<file path="src/design/nrtc_pkg.sv">
// nrtc_pkg: word types, function codes, register map and timer constants
// for the nibble real-time-clock register file; no dependencies
`default_nettype none

package nrtc_pkg;

   typedef struct packed {
      logic [1:0] func;
      logic [3:0] reg_addr;
      logic [3:0] write_nibble;
      logic [5:0] now_seconds;
      logic [5:0] now_minutes;
      logic [4:0] now_hours;
      logic [4:0] now_day_of_month;
      logic [2:0] now_weekday;
      logic [3:0] now_month;
   } req_word_type;

   typedef struct packed {
      logic [7:0] read_data;
      logic       irq_pending;
   } rsp_word_type;

   typedef struct packed {
      logic [3:0] tens;
      logic [3:0] units;
   } bcd_pair_type;

   localparam logic [1:0] FUNC_READ   = 2'd0;
   localparam logic [1:0] FUNC_WRITE  = 2'd1;
   localparam logic [1:0] FUNC_TICK   = 2'd2;
   localparam logic [1:0] FUNC_UNUSED = 2'd3;

   localparam logic [3:0] REG_TEST       = 4'd0;
   localparam logic [3:0] REG_TENTHS     = 4'd1;
   localparam logic [3:0] REG_SEC_UNITS  = 4'd2;
   localparam logic [3:0] REG_SEC_TENS   = 4'd3;
   localparam logic [3:0] REG_MIN_UNITS  = 4'd4;
   localparam logic [3:0] REG_MIN_TENS   = 4'd5;
   localparam logic [3:0] REG_HOUR_UNITS = 4'd6;
   localparam logic [3:0] REG_HOUR_TENS  = 4'd7;
   localparam logic [3:0] REG_DAY_UNITS  = 4'd8;
   localparam logic [3:0] REG_DAY_TENS   = 4'd9;
   localparam logic [3:0] REG_WEEKDAY    = 4'd10;
   localparam logic [3:0] REG_MON_UNITS  = 4'd11;
   localparam logic [3:0] REG_MON_TENS   = 4'd12;
   localparam logic [3:0] REG_YEAR       = 4'd13;
   localparam logic [3:0] REG_ZERO       = 4'd14;
   localparam logic [3:0] REG_MODE       = 4'd15;

   localparam logic [2:0] PERIOD_60S   = 3'd4;
   localparam logic [2:0] PERIOD_5S    = 3'd2;
   localparam logic [2:0] PERIOD_500MS = 3'd1;

   localparam logic [12:0] COUNT_60S   = 13'd6000;
   localparam logic [12:0] COUNT_5S    = 13'd500;
   localparam logic [12:0] COUNT_500MS = 13'd50;

   localparam logic [7:0] READ_ALL_ONES = 8'hFF;
   localparam logic [3:0] TENTHS_LAST   = 4'd9;

   // split a 6-bit value into tens and units
   function automatic bcd_pair_type bcd_split(input logic [5:0] value);
      bcd_pair_type pair;
      logic [6:0]   tens_x10;
      if (value >= 6'd60) begin
         pair.tens = 4'd6;
      end else if (value >= 6'd50) begin
         pair.tens = 4'd5;
      end else if (value >= 6'd40) begin
         pair.tens = 4'd4;
      end else if (value >= 6'd30) begin
         pair.tens = 4'd3;
      end else if (value >= 6'd20) begin
         pair.tens = 4'd2;
      end else if (value >= 6'd10) begin
         pair.tens = 4'd1;
      end else begin
         pair.tens = 4'd0;
      end
      tens_x10   = {pair.tens[2:0], 3'b000} + {2'b00, pair.tens[2:0], 1'b0};
      pair.units = 4'(({1'b0, value} - tens_x10));
      return pair;
   endfunction

endpackage

`default_nettype wire

</file>
<file path="src/design/nibble_rtc_interrupt_timer.sv">
// nibble_rtc_interrupt_timer: nibble-wide rtc register file with periodic
// interrupt timer; depends on nrtc_pkg
//
// usage:
//   req channel (req_valid, req_stall, req_data) carries one word per item:
//   a register read, a register write or a 100 Hz tick, together with the
//   current time of day from the outside clock
//   rsp channel (rsp_valid, rsp_stall, rsp_data) returns one word per item:
//   the read value (0 for writes and ticks) and the pending flag after it
//   a word is taken at a rising edge with valid high and stall low
//   a word passes through the input register and the result register;
//   throughput one item per cycle while rsp_stall is low, set by the single
//   update of the mode, pending, count and tenths registers between the two
//   reset clears the mode, pending flag, tick count, tenths counter and both
//   valid flags
//   when rsp_stall holds a waiting result, the input register still takes one
//   more word, then req_stall rises until the result is taken
`default_nettype none

module nibble_rtc_interrupt_timer (
   input  wire                       clock,
   input  wire                       reset,
   input  wire                       req_valid,
   output logic                      req_stall,
   input  nrtc_pkg::req_word_type    req_data,
   output logic                      rsp_valid,
   input  wire                       rsp_stall,
   output nrtc_pkg::rsp_word_type    rsp_data
);

   logic                   in_valid_ff, in_valid_in;
   nrtc_pkg::req_word_type in_word_ff;
   logic                   out_valid_ff, out_valid_in;
   nrtc_pkg::rsp_word_type out_word_ff, out_word_in;

   logic [3:0]  mode_ff, mode_in;
   logic        pending_ff, pending_in;
   logic [12:0] count_ff, count_in;
   logic [3:0]  tenths_ff, tenths_in;

   logic req_fire, advance, process;
   logic [7:0] read_value;
   logic [4:0] month_one;
   nrtc_pkg::bcd_pair_type sec_bcd, min_bcd, hour_bcd, day_bcd, mon_bcd;

   assign advance   = !out_valid_ff || !rsp_stall;
   assign req_stall = in_valid_ff && !advance;
   assign req_fire  = req_valid && !req_stall;
   assign process   = in_valid_ff && advance;

   assign rsp_valid = out_valid_ff;
   assign rsp_data  = out_word_ff;

   assign month_one = {1'b0, in_word_ff.now_month} + 5'd1;
   assign sec_bcd   = nrtc_pkg::bcd_split(in_word_ff.now_seconds);
   assign min_bcd   = nrtc_pkg::bcd_split(in_word_ff.now_minutes);
   assign hour_bcd  = nrtc_pkg::bcd_split({1'b0, in_word_ff.now_hours});
   assign day_bcd   = nrtc_pkg::bcd_split({1'b0, in_word_ff.now_day_of_month});
   assign mon_bcd   = nrtc_pkg::bcd_split({1'b0, month_one});

   always_comb begin
      logic [12:0] reload_value;
      logic [12:0] count_dec;

      mode_in     = mode_ff;
      pending_in  = pending_ff;
      count_in    = count_ff;
      tenths_in   = tenths_ff;
      read_value  = 8'd0;
      in_valid_in = req_fire ? 1'b1 : (advance ? 1'b0 : in_valid_ff);
      out_valid_in = process ? 1'b1 : (rsp_stall ? out_valid_ff : 1'b0);
      count_dec   = count_ff - 13'd1;

      // reload value for the mode that will be in force
      case (in_word_ff.func == nrtc_pkg::FUNC_WRITE ?
            in_word_ff.write_nibble[2:0] : mode_ff[2:0])
         nrtc_pkg::PERIOD_60S:   reload_value = nrtc_pkg::COUNT_60S;
         nrtc_pkg::PERIOD_5S:    reload_value = nrtc_pkg::COUNT_5S;
         nrtc_pkg::PERIOD_500MS: reload_value = nrtc_pkg::COUNT_500MS;
         default:                reload_value = count_ff;
      endcase

      if (process) begin
         case (in_word_ff.func)
            nrtc_pkg::FUNC_READ: begin
               case (in_word_ff.reg_addr)
                  nrtc_pkg::REG_TEST:       read_value = nrtc_pkg::READ_ALL_ONES;
                  nrtc_pkg::REG_TENTHS: begin
                     read_value = {4'd0, tenths_ff};
                     tenths_in  = (tenths_ff >= nrtc_pkg::TENTHS_LAST) ?
                                  4'd0 : tenths_ff + 4'd1;
                  end
                  nrtc_pkg::REG_SEC_UNITS:  read_value = {4'd0, sec_bcd.units};
                  nrtc_pkg::REG_SEC_TENS:   read_value = {4'd0, sec_bcd.tens};
                  nrtc_pkg::REG_MIN_UNITS:  read_value = {4'd0, min_bcd.units};
                  nrtc_pkg::REG_MIN_TENS:   read_value = {4'd0, min_bcd.tens};
                  nrtc_pkg::REG_HOUR_UNITS: read_value = {4'd0, hour_bcd.units};
                  nrtc_pkg::REG_HOUR_TENS:  read_value = {4'd0, hour_bcd.tens};
                  nrtc_pkg::REG_DAY_UNITS:  read_value = {4'd0, day_bcd.units};
                  nrtc_pkg::REG_DAY_TENS:   read_value = {4'd0, day_bcd.tens};
                  nrtc_pkg::REG_WEEKDAY:
                     read_value = {5'd0, in_word_ff.now_weekday} + 8'd1;
                  nrtc_pkg::REG_MON_UNITS:  read_value = {4'd0, mon_bcd.units};
                  nrtc_pkg::REG_MON_TENS:   read_value = {4'd0, mon_bcd.tens};
                  nrtc_pkg::REG_YEAR:       read_value = nrtc_pkg::READ_ALL_ONES;
                  nrtc_pkg::REG_ZERO:       read_value = 8'd0;
                  default: begin
                     // mode register: read acknowledges the interrupt
                     read_value = {4'd0, mode_ff};
                     pending_in = 1'b0;
                     if (mode_ff[3]) begin
                        count_in = reload_value;
                     end
                  end
               endcase
            end
            nrtc_pkg::FUNC_WRITE: begin
               if (in_word_ff.reg_addr == nrtc_pkg::REG_MODE) begin
                  mode_in    = in_word_ff.write_nibble;
                  pending_in = 1'b0;
                  count_in   = reload_value;
               end
            end
            nrtc_pkg::FUNC_TICK: begin
               if (mode_ff[2:0] != 3'd0 && count_ff != 13'd0) begin
                  count_in = count_dec;
                  if (count_dec == 13'd0) begin
                     pending_in = 1'b1;
                  end
               end
            end
            default: begin
            end
         endcase
      end

      out_word_in.read_data   = read_value;
      out_word_in.irq_pending = pending_in;
   end

   always_ff @(posedge clock) begin
      if (reset) begin
         in_valid_ff  <= 1'b0;
         out_valid_ff <= 1'b0;
         mode_ff      <= 4'd0;
         pending_ff   <= 1'b0;
         count_ff     <= 13'd0;
         tenths_ff    <= 4'd0;
      end else begin
         in_valid_ff  <= in_valid_in;
         out_valid_ff <= out_valid_in;
         mode_ff      <= mode_in;
         pending_ff   <= pending_in;
         count_ff     <= count_in;
         tenths_ff    <= tenths_in;
      end
   end

   always_ff @(posedge clock) begin
      if (req_fire) begin
         in_word_ff <= req_data;
      end
      if (process) begin
         out_word_ff <= out_word_in;
      end
   end

   // tick count stays within the longest period
   a_count_range: assert property (@(posedge clock) disable iff (reset)
      count_ff <= nrtc_pkg::COUNT_60S)
      else $error("tick count above longest period");

   // tenths counter wraps at nine
   a_tenths_range: assert property (@(posedge clock) disable iff (reset)
      tenths_ff <= nrtc_pkg::TENTHS_LAST)
      else $error("tenths counter out of range");

   // pending rises only on a tick that ends the count
   a_pending_rise: assert property (@(posedge clock) disable iff (reset)
      $rose(pending_ff) |-> $past(process && in_word_ff.func == nrtc_pkg::FUNC_TICK
                                  && count_ff == 13'd1))
      else $error("pending raised without expiring tick");

   // a new result reports the pending flag it leaves behind
   a_rsp_pending: assert property (@(posedge clock) disable iff (reset)
      process |=> (rsp_valid && rsp_data.irq_pending == pending_ff))
      else $error("result pending flag mismatch");

   // input is held off only with a word waiting in the input register
   a_stall_cause: assert property (@(posedge clock) disable iff (reset)
      req_stall |-> (in_valid_ff && out_valid_ff && rsp_stall))
      else $error("input stalled without a blocked word");

endmodule

`default_nettype wire
</file>
<file path="config.mk">
export PLATFORM = sky130hd
export DESIGN_NAME = nibble_rtc_interrupt_timer
export DESIGN_NICKNAME = d
export VERILOG_FILES = /design/src/design/nrtc_pkg.sv /design/src/design/nibble_rtc_interrupt_timer.sv
export SDC_FILE = /design/constraint.sdc
export NUM_CORES = 1
export LEC_CHECK = 0
export ABC_AREA = 0
export BUFFER_PORTS_ARGS = -buffer_cell sky130_fd_sc_hd__buf_2
export CAP_MARGIN = 10
export CELL_PAD_IN_SITES_DETAIL_PLACEMENT = 1
export CELL_PAD_IN_SITES_GLOBAL_PLACEMENT = 1
export CORE_MARGIN = 4
export CORE_UTILIZATION = 49
export CTS_CLUSTER_SIZE = 14
export DETAILED_ROUTE_END_ITERATION = 7
export PLACE_DENSITY = 0.89
export SLEW_MARGIN = 20
export SYNTH_ARGS = -nofsm -noshare
export SYNTH_HDL_FRONTEND = slang
export SYNTH_SLANG_ARGS = --single-unit
</file>
<file path="constraint.sdc">
create_clock -name clock -period 5.2 [get_ports clock]
set_clock_uncertainty 0.2 [all_clocks]
set_input_delay 0.52 -clock clock [delete_from_list [all_inputs] [get_ports clock]]
set_output_delay 0.52 -clock clock [all_outputs]
set_load 0.05 [all_outputs]
</file>
# ---- Word-level counts from Yosys, hierarchy flattened
# Cells that the tools add are included.
dict set report totals {
  regBits 72
  input_bits 43
  output_inout_bits 11
}
dict set report classes {
  n_addsub 14
  order_cmp 31
  n_eq_ne 25
  muxes 49
  n_reduce_logical 21
}
# op n
set ops {}
lappend ops {{$pmux 8 s14} 1}
lappend ops {{$pmux 13 s3} 2}
lappend ops {{$ge 5x6->1 const B} 9}
lappend ops {{$mux 13} 4}
lappend ops {{$mux 3} 16}
lappend ops {{$ge 6x6->1 const B} 6}
lappend ops {{$eq 4x4->1 const B} 8}
lappend ops {{$ge 5x5->1 const B} 6}
lappend ops {{$ge 6x5->1 const B} 4}
lappend ops {{$add 4x4->4} 5}
lappend ops {{$mux 2} 10}
lappend ops {{$sub 4x4->4} 5}
lappend ops {{$eq 4x3->1 const B} 4}
lappend ops {{$ge 5x4->1 const B} 3}
lappend ops {{$reduce_or 15->1} 1}
lappend ops {{$mux 1} 14}
lappend ops {{$logic_not 13->1} 1}
lappend ops {{$reduce_bool 13->1} 1}
lappend ops {{$sub 13x1->13 const B} 1}
lappend ops {{$ge 6x4->1 const B} 2}
lappend ops {{$eq 4x2->1 const B} 2}
lappend ops {{$ne 2x2->1 const B} 3}
lappend ops {{$reduce_and 3->1} 2}
lappend ops {{$reduce_and 6->1} 1}
lappend ops {{other kinds (21)} 29}

# ---- Logic depth before layout (Yosys ltp)
# Gate-level depths: netlist (run 1).
dict set report logic_depth {
  word_depth 11
  mapped_depth 11
  mapped_depth_nobuf 10
}

# ---- Worst setup path after synthesis (run 1)
# No wires, ideal clock.
dict set report synth_path {
  path_type {register to register}
  startpoint {reg out_valid_ff (netlist: rsp_valid)}
  endpoint {reg in_word_ff[0] in the netlist's numbering, enable pin}
  setup_ps 439
  arrival_ps 2733
  required_ps 4561
  slack_ps 1828
  path_stages_with_launch 3
  path_buffers 0
  synth_period_minus_slack_ps 3372
  path_cell_list {dfxtp_1 > and3_1 > nor2b_1}
}
dict set report synth_via {
  elab_chain_cells 6
}
# item line_no
set synth_rtl {}
lappend synth_rtl {{from (decl)} nibble_rtc_interrupt_timer.sv:33} ;# logic out_valid_ff, out_valid_in;
lappend synth_rtl {{from (signal assigned)} nibble_rtc_interrupt_timer.sv:151} ;# out_valid_ff <= out_valid_in;
lappend synth_rtl {{$logic_not 1->1} nibble_rtc_interrupt_timer.sv:46} ;# assign advance = !out_valid_ff || !rsp_stall;
lappend synth_rtl {{$logic_or 1x1->1} nibble_rtc_interrupt_timer.sv:46}
lappend synth_rtl {{$logic_not 1->1} nibble_rtc_interrupt_timer.sv:47} ;# assign req_stall = in_valid_ff && !advance;
lappend synth_rtl {{$logic_and 1x1->1} nibble_rtc_interrupt_timer.sv:47}
lappend synth_rtl {{net req_stall} nibble_rtc_interrupt_timer.sv:24} ;# output logic req_stall,
lappend synth_rtl {{$logic_not 1->1} nibble_rtc_interrupt_timer.sv:48} ;# assign req_fire = req_valid && !req_stall;
lappend synth_rtl {{$logic_and 1x1->1} nibble_rtc_interrupt_timer.sv:48}
lappend synth_rtl {{to (signal assigned)} nibble_rtc_interrupt_timer.sv:161} ;# in_word_ff <= req_data;
lappend synth_rtl {{to (decl)} nibble_rtc_interrupt_timer.sv:32} ;# nrtc_pkg::req_word_type in_word_ff;
# The timed path passes the listed nets, and every way through them passes these cells.
# A chain may end at the register's enable or synchronous reset.

# ---- Final worst setup path (run 1)
dict set report layout_path {
  startpoint {reg in_word_ff[20] in the netlist's numbering}
  endpoint {reg out_word_ff (netlist bit rsp_data[4]), data pin}
}
dict set report layout_via {
  elab_chain_cells 10
}
# item line_no
set layout_rtl {}
lappend layout_rtl {{$ge 6x4->1} nrtc_pkg.sv:76} ;# end else if (value >= 6'd10) begin
lappend layout_rtl {{$mux 1} nrtc_pkg.sv:76}
lappend layout_rtl {{$mux 2} nrtc_pkg.sv:74} ;# end else if (value >= 6'd20) begin
lappend layout_rtl {{$mux 2} nrtc_pkg.sv:72} ;# end else if (value >= 6'd30) begin
lappend layout_rtl {{$mux 3} nrtc_pkg.sv:70} ;# end else if (value >= 6'd40) begin
lappend layout_rtl {{$mux 3} nrtc_pkg.sv:68} ;# end else if (value >= 6'd50) begin
lappend layout_rtl {{$mux 3} nrtc_pkg.sv:66} ;# if (value >= 6'd60) begin
lappend layout_rtl {{$add 4x4->4} nrtc_pkg.sv:81} ;# tens_x10 = {pair.tens[2:0], 3'b000} + {2'b00, pair.tens[2:0], 1'b0};
lappend layout_rtl {{$sub 4x4->4 *} nrtc_pkg.sv:82} ;# pair.units = 4'(({1'b0, value} - tens_x10));
lappend layout_rtl {{$pmux 8 s14 *} nibble_rtc_interrupt_timer.sv:86} ;# case (in_word_ff.reg_addr)
lappend layout_rtl {{to (signal assigned)} nibble_rtc_interrupt_timer.sv:164} ;# out_word_ff <= out_word_in;
lappend layout_rtl {{to (decl)} nibble_rtc_interrupt_timer.sv:34} ;# nrtc_pkg::rsp_word_type out_word_ff, out_word_in;
# Every way passes the cells marked *; elsewhere a longest branch is shown, timed or not.

==> impl_metrics.toml, run 1 <==
[die]
pin_count = 54
die_area_um2 = 10730
num_rows = 34
effective_utilization_at_floorplan_pct = 50.85
design.core.area_um2 = 8806
die_span_x_um = 103.6
dieHeight_um = 103.6

[clock_tree]
clkSinkCount = 69
postCtsHoldBufs = 0
cts.root.buffer_cell = "clkbuf_8"
cts.htree.levels = 3
cts_resized = 0
number_of_buffers_on_the_longest_clock_path = 2
number_of_buffers_inserted_to_repair_setup_after_cts = 0
clock_insertion_delay_worst_skew_ns = 0.35
worst_setup_hold_path_clk_slew_ns = 0.08
tritoncts = "built"
cts_inserted_buffers = 9

[timing]
fin_setup_tns_ns = 0
unrepaired_setup_endpoints_after_global_routing = "false"
finalMaxSlewViolations = 0
period_share_pct = 56.62
timing.slew.headroom_pct = 41.28
post-route-min-period_ns = 2.944
setup-violations-final = 0
hold_viol_final = 0
max_slew.worst_pin.slew_ns = 0.8807
fmax_mhz = 339.7

[logic_synthesis]
synthSimpleGateAreaFrac_pct = 22.24
syn_nets = 548
multiplexer_fraction_of_the_synthesized_cell_area_pct = 0.8941
post_synth_inst_count = 477
avgSynthCellArea_um2 = 9.388
synth_top_family_by_area = "simple AND/OR/NAND/NOR gates"
postSynth.asyncResetShare_pct = 0
synth_xor_xnor_area_share_pct = 5.868
synth_sequential_area_ratio_pct = 40.91
synth-edff-count = 45
synth-compound-area-share_pct = 17.94
ys_dominant_reg_cell = "edfxtp_1"
yosys_warnings = 0
synth.ff_latch_count = 69
synth_fa_ha_area_share_pct = 7.823
area_of_the_mapped_netlist_um2 = 4478
synth_cell_type_count = 71

[layout]
post-route-util_pct = 57.00
antennaDiodeCount = 0
share_of_post_route_cells_with_drive_strength_above_1_pct = 16.73
area_delta_synth_final_pct = 12.10
fillers = 1039
final_net_count = 592

[setup_path]
critPathArrivalTime_ns = 2.84
crit_path_start_kind = "register"
critPathRequiredTime_ns = 5.10
reg2reg_slack_ns = 2.26
setup.worst_path.end_class = "register"
ff2ff_path_depth = 9
critical_path_peak_fanout = 8
r2r_start = "in_word_ff[20]"
worstSetupPathType = "register to register"
timing_startpoint_of_the_critical_path = "in_word_ff[20]"

[grt]
grt_antenna_before_repair = 0
grt_pass1_vias = 3951
grt.met2_usage_pct = 37.66
grt_use_met3_pct = 4.042
first_pass_grt_wire_length_um = 19560
gr-usage-all-layers_pct = 22.29
globalRouteMet1Util_pct = 28.05
globalRoute.totalOverflow = 0
pin_count_of_the_biggest_net_entering_global_routing = 40
globalRoute.busiestLayer = "met2"

[drt]
final_antenna_net_count = 0
route.detailed.drc = 0
detailedRoute.firstPassIterationCount = 5
routed_via_density = 6.063
drt_first_iter_violations = 207
avg_wl_per_cell_um = 18.86
routed_wirelength_um = 11960
routed-via-count = 3844

[placement]
gpl.final_weighted_congestion = 0.9283
dp_hpwl_um = 8289
port_buffers = 53

[pwr]
ir_drop_v = 0.0001794
power_density_nw_per_um2 = 265.8
standby_leakage_power_uw = 0.001888

[run_status]
outcome = "finished, final reports clean"

[job]
max_cap_viol_count = 0

[worst_hold_path]
hold_path_depth = 1
worst_hold_startpoint = "req_data[31]"
min-delay-path-class = "input port to register"
==> through the flow <==
step / total power, µW / hold slack, ns / std cells / instance area (µm²) / worst slack, ns
3_3_place_gp: 828.3 / 0.2596 / 617 / 4778 / 2.433
3_5_place_dp: 839.8 / 0.2736 / 617 / 4778 / 2.339
5_1_grt: 1389 / 0.1161 / 634 / 5020 / 2.005
4_1_cts: 1339 / 0.1267 / 633 / 5000 / 2.292
6_report: 1334 / 0.1344 / 634 / 5020 / 2.256
2_1_floorplan: 780.7 / 0.2404 / 477 / 4478 / 1.828
==> routing by layer <==
metal | vias to the layer above | wire length, µm
li1 | 1825 | -
met1 | 1885 | 5110
met2 | 100 | 5953
met3 | 34 | 513
met4 | 0 | 376
met5 | - | 0
==> state kept, by name, summed over array words and instances (netlist names) <==
| register | flops |
|---|---|
| tenths_ff | 4 |
| pending_ff | 1 |
| in_word_ff | 39 |
| mode_ff | 4 |
| count_ff | 13 |
| rsp_valid | 1 |
| in_valid_ff | 1 |
| rsp_data | 6 |
==> worst max-delay path, cell delays in order, from the launching register on <==
cell       delay, ns
edfxtp_1        0.50
nor2_1          0.11
o211ai_1        0.18
a21boi_0        0.37
ha_1            0.34
nand2_1         0.08
nand3_1         0.10
xnor2_1         0.20
a2111oi_0       0.46
a31oi_1         0.13
==> synthesized netlist by cell type (3+ instances only) <==
cell	instances	area share, %
nor2_1	47	3.9
edfxtp_1	45	30
nand2_1	38	3.2
a21oi_1	34	3.8
ha_1	28	7.8
dfxtp_1	24	11
xnor2_1	23	4.5
inv_1	22	1.8
nand3_1	16	1.8
o21ai_0	13	1.5
clkbuf_1	12	1.0
o21ai_1	11	1.2
nand2b_1	10	1.4
o211ai_1	10	1.7
a31oi_1	9	1.3
nor2b_1	7	0.98
nor3_1	7	0.78
nor3b_1	7	1.2
xor2_1	7	1.4
and2_1	5	0.70
buf_4	5	0.84
nand3b_1	5	0.84
nor4_1	5	0.70
o31ai_1	5	0.84
mux2i_1	4	0.89
nand4_1	4	0.56
nand4b_1	4	0.78
o21a_1	4	0.67
o21bai_1	4	0.67
a2111oi_0	3	0.59
a211oi_1	3	0.50
nor4b_1	3	0.59
or3_1	3	0.42
or3b_2	3	0.59
==> kinds of logic after synthesis <==
logic type               Yosys count
AO/OA/AOI/OAI                    119
buffers and inverters             44
flip-flops                        69
adder cells (fa/ha/maj)           28
multiplexers                       4
XOR/XNOR                          30
AND/OR/NAND/NOR                  183
==> worst paths after layout <==
kind	end
worst max register to register	rsp_data[4]
worst min-delay path	in_word_ff[31]
worst max-delay path	rsp_data[4]
worst min register to register	mode_ff[3]
==> placed cells by master, fill, tap and decap left out, types with 9 or more instances in the layout <==
cell / Yosys / routed
a21oi_1: 34 / 34
a31oi_1: 9 / 9
buf_2: 2 / 53
clkbuf_8: 0 / 9
dfxtp_1: 24 / 24
edfxtp_1: 45 / 45
ha_1: 28 / 28
inv_1: 22 / 22
nand2_1: 38 / 38
nand2b_1: 10 / 10
nand3_1: 16 / 16
nor2_1: 47 / 47
o211ai_1: 10 / 10
o21ai_0: 13 / 13
o21ai_1: 11 / 11
xnor2_1: 23 / 23
==> cell type report <==
class	count	area, µm²	share of cell area (%)
Clock buffer	9	123.9	2.468
Inverter	23	86.33	1.720
Multi-Input combinational cell	364	2460	49.00
Clock inverter	7	97.59	1.944
Tap cell	108	135.1	2.692
Timing Repair Buffer	54	285.3	5.683
Sequential cell	69	1832	36.49
==> where the power goes <==
part	total, µW	leakage (µW)	internal [µW]	switching (µW)
logic	195	0.00115	80.2	114
registers	644	0.000629	609	35.1
clock network	496	0.000106	271	225
(Power assumes the default switching activity.)
==> run 2, diff against run 1 <==
--- a/config.mk
+++ b/config.mk
@@ -5,16 +5,16 @@
 export SDC_FILE = /design/constraint.sdc
 export NUM_CORES = 1
 export LEC_CHECK = 0
-export ABC_AREA = 0
+export ABC_AREA = 1
 export BUFFER_PORTS_ARGS = -buffer_cell sky130_fd_sc_hd__buf_2
 export CAP_MARGIN = 10
 export CELL_PAD_IN_SITES_DETAIL_PLACEMENT = 1
 export CELL_PAD_IN_SITES_GLOBAL_PLACEMENT = 1
 export CORE_MARGIN = 4
-export CORE_UTILIZATION = 49
+export CORE_UTILIZATION = 39
 export CTS_CLUSTER_SIZE = 14
 export DETAILED_ROUTE_END_ITERATION = 7
-export PLACE_DENSITY = 0.89
+export PLACE_DENSITY = 0.79
 export SLEW_MARGIN = 20
 export SYNTH_ARGS = -nofsm -noshare
 export SYNTH_HDL_FRONTEND = slang
==> constraint.sdc (replaced) <==
create_clock -name clock -period 2.57 [get_ports clock]
set_clock_uncertainty 0.2 [all_clocks]
set_input_delay 0.257 -clock clock [delete_from_list [all_inputs] [get_ports clock]]
set_output_delay 0.257 -clock clock [all_outputs]
set_load 0.05 [all_outputs]
==> run 2 against run 1 <==
Via count is 2.2% higher. Cell area is 9.6% higher. Critical endpoint is now rsp_data[3]. Highest routed layer unchanged. Combinational power increased to 3.1 times the previous value. Utilization shrank 4.4 points. Worst hold slack lost 0.10 ns. Clock power increased by 110%. Die area increased by 18%. Sequential cell count is the same. Synthesized cell count is 13% higher. Non-clock buffer count grew 55.
==> impl_metrics.toml, run 2 <==
[clock_tree]
tritoncts = "built"
clock_insertion_delay_worst_skew_ns = 0.37
cts.htree.levels = 3
clkSinkCount = 69
cts.root.buffer_cell = "clkbuf_8"
worst_setup_hold_path_clk_slew_ns = 0.08
cts_inserted_buffers = 9
number_of_buffers_on_the_longest_clock_path = 2

[die]
num_rows = 37
die_area_um2 = 12660
die_span_x_um = 112.5
effective_utilization_at_floorplan_pct = 40.73
design.core.area_um2 = 10460
pin_count = 54
dieHeight_um = 112.5

[setup_path]
ff2ff_path_depth = 14
crit_path_start_kind = "register"
timing_startpoint_of_the_critical_path = "in_word_ff[19]"
critPathRequiredTime_ns = 2.50
r2r_start = "in_word_ff[19]"
worst_r2r_endpoint = "rsp_data[3]"
worstSetupPathType = "register to register"
critical_path_peak_fanout = 2
reg2reg_slack_ns = 0.12
critPathArrivalTime_ns = 2.38
setup.worst_path.end_class = "register"

[grt]
gr-usage-all-layers_pct = 19.79
pin_count_of_the_biggest_net_entering_global_routing = 40
grt_antenna_before_repair = 0
first_pass_grt_wire_length_um = 20330
grt_pass1_vias = 4357
globalRoute.totalOverflow = 0

[logic_synthesis]
yosys_warnings = 0
synth_sequential_area_ratio_pct = 42.98
synth.most_common_cell = "nand2_1"
postSynth.asyncResetShare_pct = 0
synth_top_cells_by_area = "edfxtp_1 (32%), dfxtp_1 (11%), nand2_1 (11%), ha_1 (8.2%), nor2_1 (6.5%)"
avgSynthCellArea_um2 = 7.892
synth.largest_area_cell = "edfxtp_1"
post_synth_most_frequent_cells = "nand2_1 (128), nor2_1 (74), inv_1 (68), edfxtp_1 (45), nand3_1 (29)"
synth_cell_type_count = 37
ys_dominant_reg_cell = "edfxtp_1"
syn_nets = 611
synth-edff-count = 45
yosys.area.top_type_share_pct = 31.71
synth.ff_latch_count = 69
area_of_the_mapped_netlist_um2 = 4262
post_synth_inst_count = 540

[drt]
routed_wirelength_um = 11970
routed-via-count = 3930
avg_wl_per_cell_um = 15.08
routed_via_density = 4.950
route.detailed.drc = 0
detailedRoute.firstPassIterationCount = 4
final_antenna_net_count = 0
drt_first_iter_violations = 202

[worst_hold_path]
min-delay-path-class = "input port to register"
hold_end = "rsp_valid"
hold_path_depth = 3
worst_hold_startpoint = "rsp_stall"

[pwr]
p_total_uw = 2902
ir_drop_v = 0.0001940
power_density_nw_per_um2 = 527.5
standby_leakage_power_uw = 0.002526

[placement]
port_buffers = 53
gpl.final_weighted_congestion = 0.8871
dp_hpwl_um = 8906

[timing]
unrepaired_setup_endpoints_after_global_routing = "true"
fmax_mhz = 407.4
fin_worst_hold_slack_ns = 0.03185
timing.slew.headroom_pct = 64.91
finalMaxSlewViolations = 0
post-route-min-period_ns = 2.455
period_share_pct = 95.51
hold_viol_final = 0
max_slew.worst_pin.slew_ns = 0.5263
setup-violations-final = 0

[layout]
most_used_cells_in_the_layout_excluding_fill_and_tap_cells = "nand2_1 (122), nor2_1 (72), inv_1 (67)"
seqCellArea_um2 = 1832
area_delta_synth_final_pct = 29.10
antennaDiodeCount = 0
mostFrequentLayoutCell = "nand2_1"
share_of_post_route_cells_with_drive_strength_above_1_pct = 19.76
multiInputGateArea_um2 = 2196
fillers = 1307
max_reg_flops = 39
largest_register = "in_word_ff"
final_net_count = 724

[job]
max_cap_viol_count = 0

[run_status]
outcome = "finished, final reports clean"
-- run 2: logic make-up (layout without fill, tap and decap cells) --
kind of cell	Yosys count	after routing	share of synthesized area, %
compound gates	76	76	10.31
xor+xnor	22	22	4.521
fa+ha+maj	28	28	8.221
buf+inv	82	200	7.839
flops	69	69	42.98
simple gates	263	263	26.13
-- run 2: how the worst max path moves through the flow --
stage               endpoint  slack, ns  cells past startpoint
2_1_floorplan  in_word_ff[0]       0.01                      5
3_5_place_dp     rsp_data[3]      -0.05                     14
5_1_grt          rsp_data[3]      -0.04                     14
6_report         rsp_data[3]       0.12                     14
4_1_cts          rsp_data[4]       0.01                     15
3_3_place_gp     rsp_data[3]       0.08                     14
-- run 2: final cells by class --
class | instances | share of cell area, %
well taps | 136 | 3.093
clock buffers | 12 | 3.229
inverters | 75 | 5.117
flip-flops and latches | 69 | 33.30
repair buffers | 109 | 14.42
multi-input cells | 389 | 39.91
clock inverters | 4 | 0.9325
-- run 2: power breakdown --
part / switching (µW) / internal [µW]
combinational: 344 / 251
sequential: 45.1 / 1240
clock: 457 / 567
total: 847 / 2060
-- run 2: through the flow --
step	setup WS, ns	utilization (%)	cell area (µm²)	std cells	TNS, ns
floorplan	0.01334	-	4264	540	0
global placement	0.07756	45.06	4715	731	0
detailed placement	-0.05295	45.06	4715	731	-0.09680
CTS	0.01348	51.15	5351	788	0
global route	-0.04273	52.58	5502	794	-0.05731
finish	0.1154	52.58	5502	794	0
-- run 2: metal layers --
layer	wire [µm]	global-route usage (%)	share of wire, %	vias to the layer above
met2	6024	34.84	50	59
met4	215	6.811	1.8	0
met1	5382	24.21	45	1864
met5	0	0	0	-
met3	347	3.720	2.9	18
li1	-	-	-	1989
-- run 2: critical path, cell delays in order, from the launching register on --
cell and delay [ns]:
edfxtp_1 0.43, or2_4 0.28, nand2_2 0.08, nand2_1 0.06, nand2_1 0.08, nand2_2 0.07
a21boi_2 0.17, ha_2 0.19, xnor2_1 0.06, nand2_1 0.05, o21ai_1 0.07, nor3_2 0.17
o2111ai_1 0.14, o211ai_1 0.11, inv_1 0.05
-- run 2: repair_timing --
item                       CTS  global route
setup endpoints to repair    3             3
resized for setup            2            31
buffers inserted             1             6
pin swaps                    0            18
hold buffers                40             0
hold endpoints to repair    40             0
==> run 3, diff against run 2 <==
--- a/config.mk
+++ b/config.mk
@@ -11,10 +11,10 @@
 export CELL_PAD_IN_SITES_DETAIL_PLACEMENT = 1
 export CELL_PAD_IN_SITES_GLOBAL_PLACEMENT = 1
 export CORE_MARGIN = 4
-export CORE_UTILIZATION = 39
+export CORE_UTILIZATION = 43
 export CTS_CLUSTER_SIZE = 14
 export DETAILED_ROUTE_END_ITERATION = 7
-export PLACE_DENSITY = 0.79
+export PLACE_DENSITY = 0.83
 export SLEW_MARGIN = 20
 export SYNTH_ARGS = -nofsm -noshare
 export SYNTH_HDL_FRONTEND = slang
==> constraint.sdc (replaced) <==
create_clock -name clock -period 2.73 [get_ports clock]
set_clock_uncertainty 0.2 [all_clocks]
set_input_delay 0.273 -clock clock [delete_from_list [all_inputs] [get_ports clock]]
set_output_delay 0.273 -clock clock [all_outputs]
set_load 0.05 [all_outputs]
==> run 3 against run 2 <==
Utilization grew 2.6 points. Worst setup slack gained 0.030 ns. Cell area shrank 2.3%. First-iteration DRC count shrank 35%. Combinational power shrank 8.4%. Non-clock buffer count shrank 8. Sequential cell count is the same. Maximum frequency shrank 5.0%. Largest cell class unchanged. Highest routed layer unchanged.
==> impl_metrics.toml, run 3 (synthesized netlist as in run 2, its figures left out) <==
[layout]
final_net_count = 716
final_cell_count_no_fill = 783
share_of_post_route_cells_with_drive_strength_above_1_pct = 16.62
max_reg_flops = 39
post-route-util_pct = 55.22
largest_register = "in_word_ff"
mostFrequentLayoutCell = "nand2_1"
area_delta_synth_final_pct = 26.07
antennaDiodeCount = 0
most_used_cells_in_the_layout_excluding_fill_and_tap_cells = "nand2_1 (126), nor2_1 (73), inv_1 (68)"

[drt]
avg_wl_per_cell_um = 15.89
routed_via_density = 5.137
route.detailed.drc = 0
drt_first_iter_violations = 132
detailedRoute.firstPassIterationCount = 4
final_antenna_net_count = 0
routed_wirelength_um = 12440
routed-via-count = 4022

[placement]
dp_hpwl_um = 8954
dpl.cell_count = 723
port_buffers = 53
gpl.final_weighted_congestion = 0.9566
pre_cts_ws_ns = -0.08261

[setup_path]
critPathRequiredTime_ns = 2.65
ff2ff_path_depth = 14
setup.worst_path.end_class = "register"
worstSetupPathType = "register to register"
setup.worst_path.end = "rsp_data[3]"
r2r_start = "in_word_ff[20]"
critPathArrivalTime_ns = 2.50
timing_startpoint_of_the_critical_path = "in_word_ff[20]"
worst_r2r_endpoint = "rsp_data[3]"
reg2reg_slack_ns = 0.15
crit_path_start_kind = "register"
critical_path_peak_fanout = 6

[grt]
pin_count_of_the_biggest_net_entering_global_routing = 32
first_pass_grt_wire_length_um = 20420
globalRoute.totalOverflow = 0
grt_pass1_vias = 4390
gr-usage-all-layers_pct = 22.48
grt_antenna_before_repair = 0

[die]
pin_count = 54
effective_utilization_at_floorplan_pct = 43.80
num_rows = 36
die_span_x_um = 107.6
design.core.area_um2 = 9729
die_area_um2 = 11570
dieHeight_um = 107.6

[timing]
finalMaxSlewViolations = 0
max_slew.worst_pin.slew_ns = 0.4851
fin_ws_ns = 0.1458
period_share_pct = 94.66
hold_viol_final = 0
timing.slew.headroom_pct = 67.49
setup-violations-final = 0
fin_worst_hold_slack_ns = 0.03340
fmax_mhz = 387.0
fin_setup_tns_ns = 0
post-route-min-period_ns = 2.584

[clock_tree]
clock_insertion_delay_worst_skew_ns = 0.36
number_of_buffers_on_the_longest_clock_path = 2
cts.htree.levels = 3
cts_inserted_buffers = 9
worst_setup_hold_path_clk_slew_ns = 0.08
clkSinkCount = 69
cts.root.buffer_cell = "clkbuf_8"
tritoncts = "built"

[worst_hold_path]
min-delay-path-class = "input port to register"

[pwr]
standby_leakage_power_uw = 0.002480
ir_drop_v = 0.0002052
power_density_nw_per_um2 = 489.6

[run_status]
outcome = "finished, final reports clean"

[job]
max_cap_viol_count = 0
[run 3: final cells by class]
class | count | area (µm²)
fillers | 1234 | 4357
clock buffers | 14 | 195.2
well taps | 133 | 166.4
inverters | 75 | 281.5
repair buffers | 101 | 738.2
flip-flops and latches | 69 | 1832
clock inverters | 2 | 11.26
multi-input cells | 389 | 2148
[run 3: worst min-delay path by stage]
| stage | start | endpoint | slack (ns) | cells past startpoint |
|---|---|---|---|---|
| 6_report | reset | pending_ff | 0.03 | 2 |
| 5_1_grt | reset | pending_ff | 0.04 | 2 |
| 4_1_cts | reset | pending_ff | 0.03 | 2 |
| 3_5_place_dp | req_data[15] | in_word_ff[15] | 0.25 | 1 |
| 3_3_place_gp | req_data[14] | in_word_ff[14] | 0.25 | 1 |
| 2_1_floorplan | req_data[0] | in_word_ff[0] | 0.17 | 0 |
[run 3: where the power goes]
part           switching (µW)  leakage (µW)  internal [µW]  total [µW]
Combinational             320       0.00174            226         545
Clock                     408      0.000107            466         874
Sequential               46.1      0.000636           1170        1210
Total                     774       0.00248           1860        2630
[run 3: metal layers]
| layer | part of all wire, % | wire length (µm) | track usage (%) |
|---|---|---|---|
| met5 | 0 | 0 | 0 |
| met1 | 41 | 5110 | 25.10 |
| met3 | 4.5 | 566 | 5.399 |
| met4 | 2.2 | 269 | 8.927 |
| met2 | 52 | 6497 | 40.85 |
[run 3: metrics by stage]
stage / instance area (µm²) / power [µW]
3_3_place_gp: 4686 / 1671
6_report: 5373 / 2631
4_1_cts: 5293 / 2625
5_1_grt: 5373 / 2770
2_1_floorplan: 4264 / 1559
3_5_place_dp: 4686 / 1703
[run 3: repair_timing]
item                                   in CTS  in global routing
pin swaps                                   0                  5
endpoints found under the hold margin      40                  0
hold buffers                               40                  0
setup endpoints to repair                   1                  3
resized for setup                           1                 15
buffers inserted                            0                  4
[run 3: critical path, stage by stage, from the launching register on]
cell,delay (ns)
edfxtp_1,0.51
or2_4,0.29
nand2_2,0.08
nand2_1,0.08
nand2_1,0.08
nand2_2,0.07
a21boi_2,0.17
ha_2,0.19
xnor2_1,0.07
nand2_1,0.06
o21ai_1,0.07
nor3_2,0.19
o2111ai_1,0.12
o211ai_1,0.12
inv_1,0.06
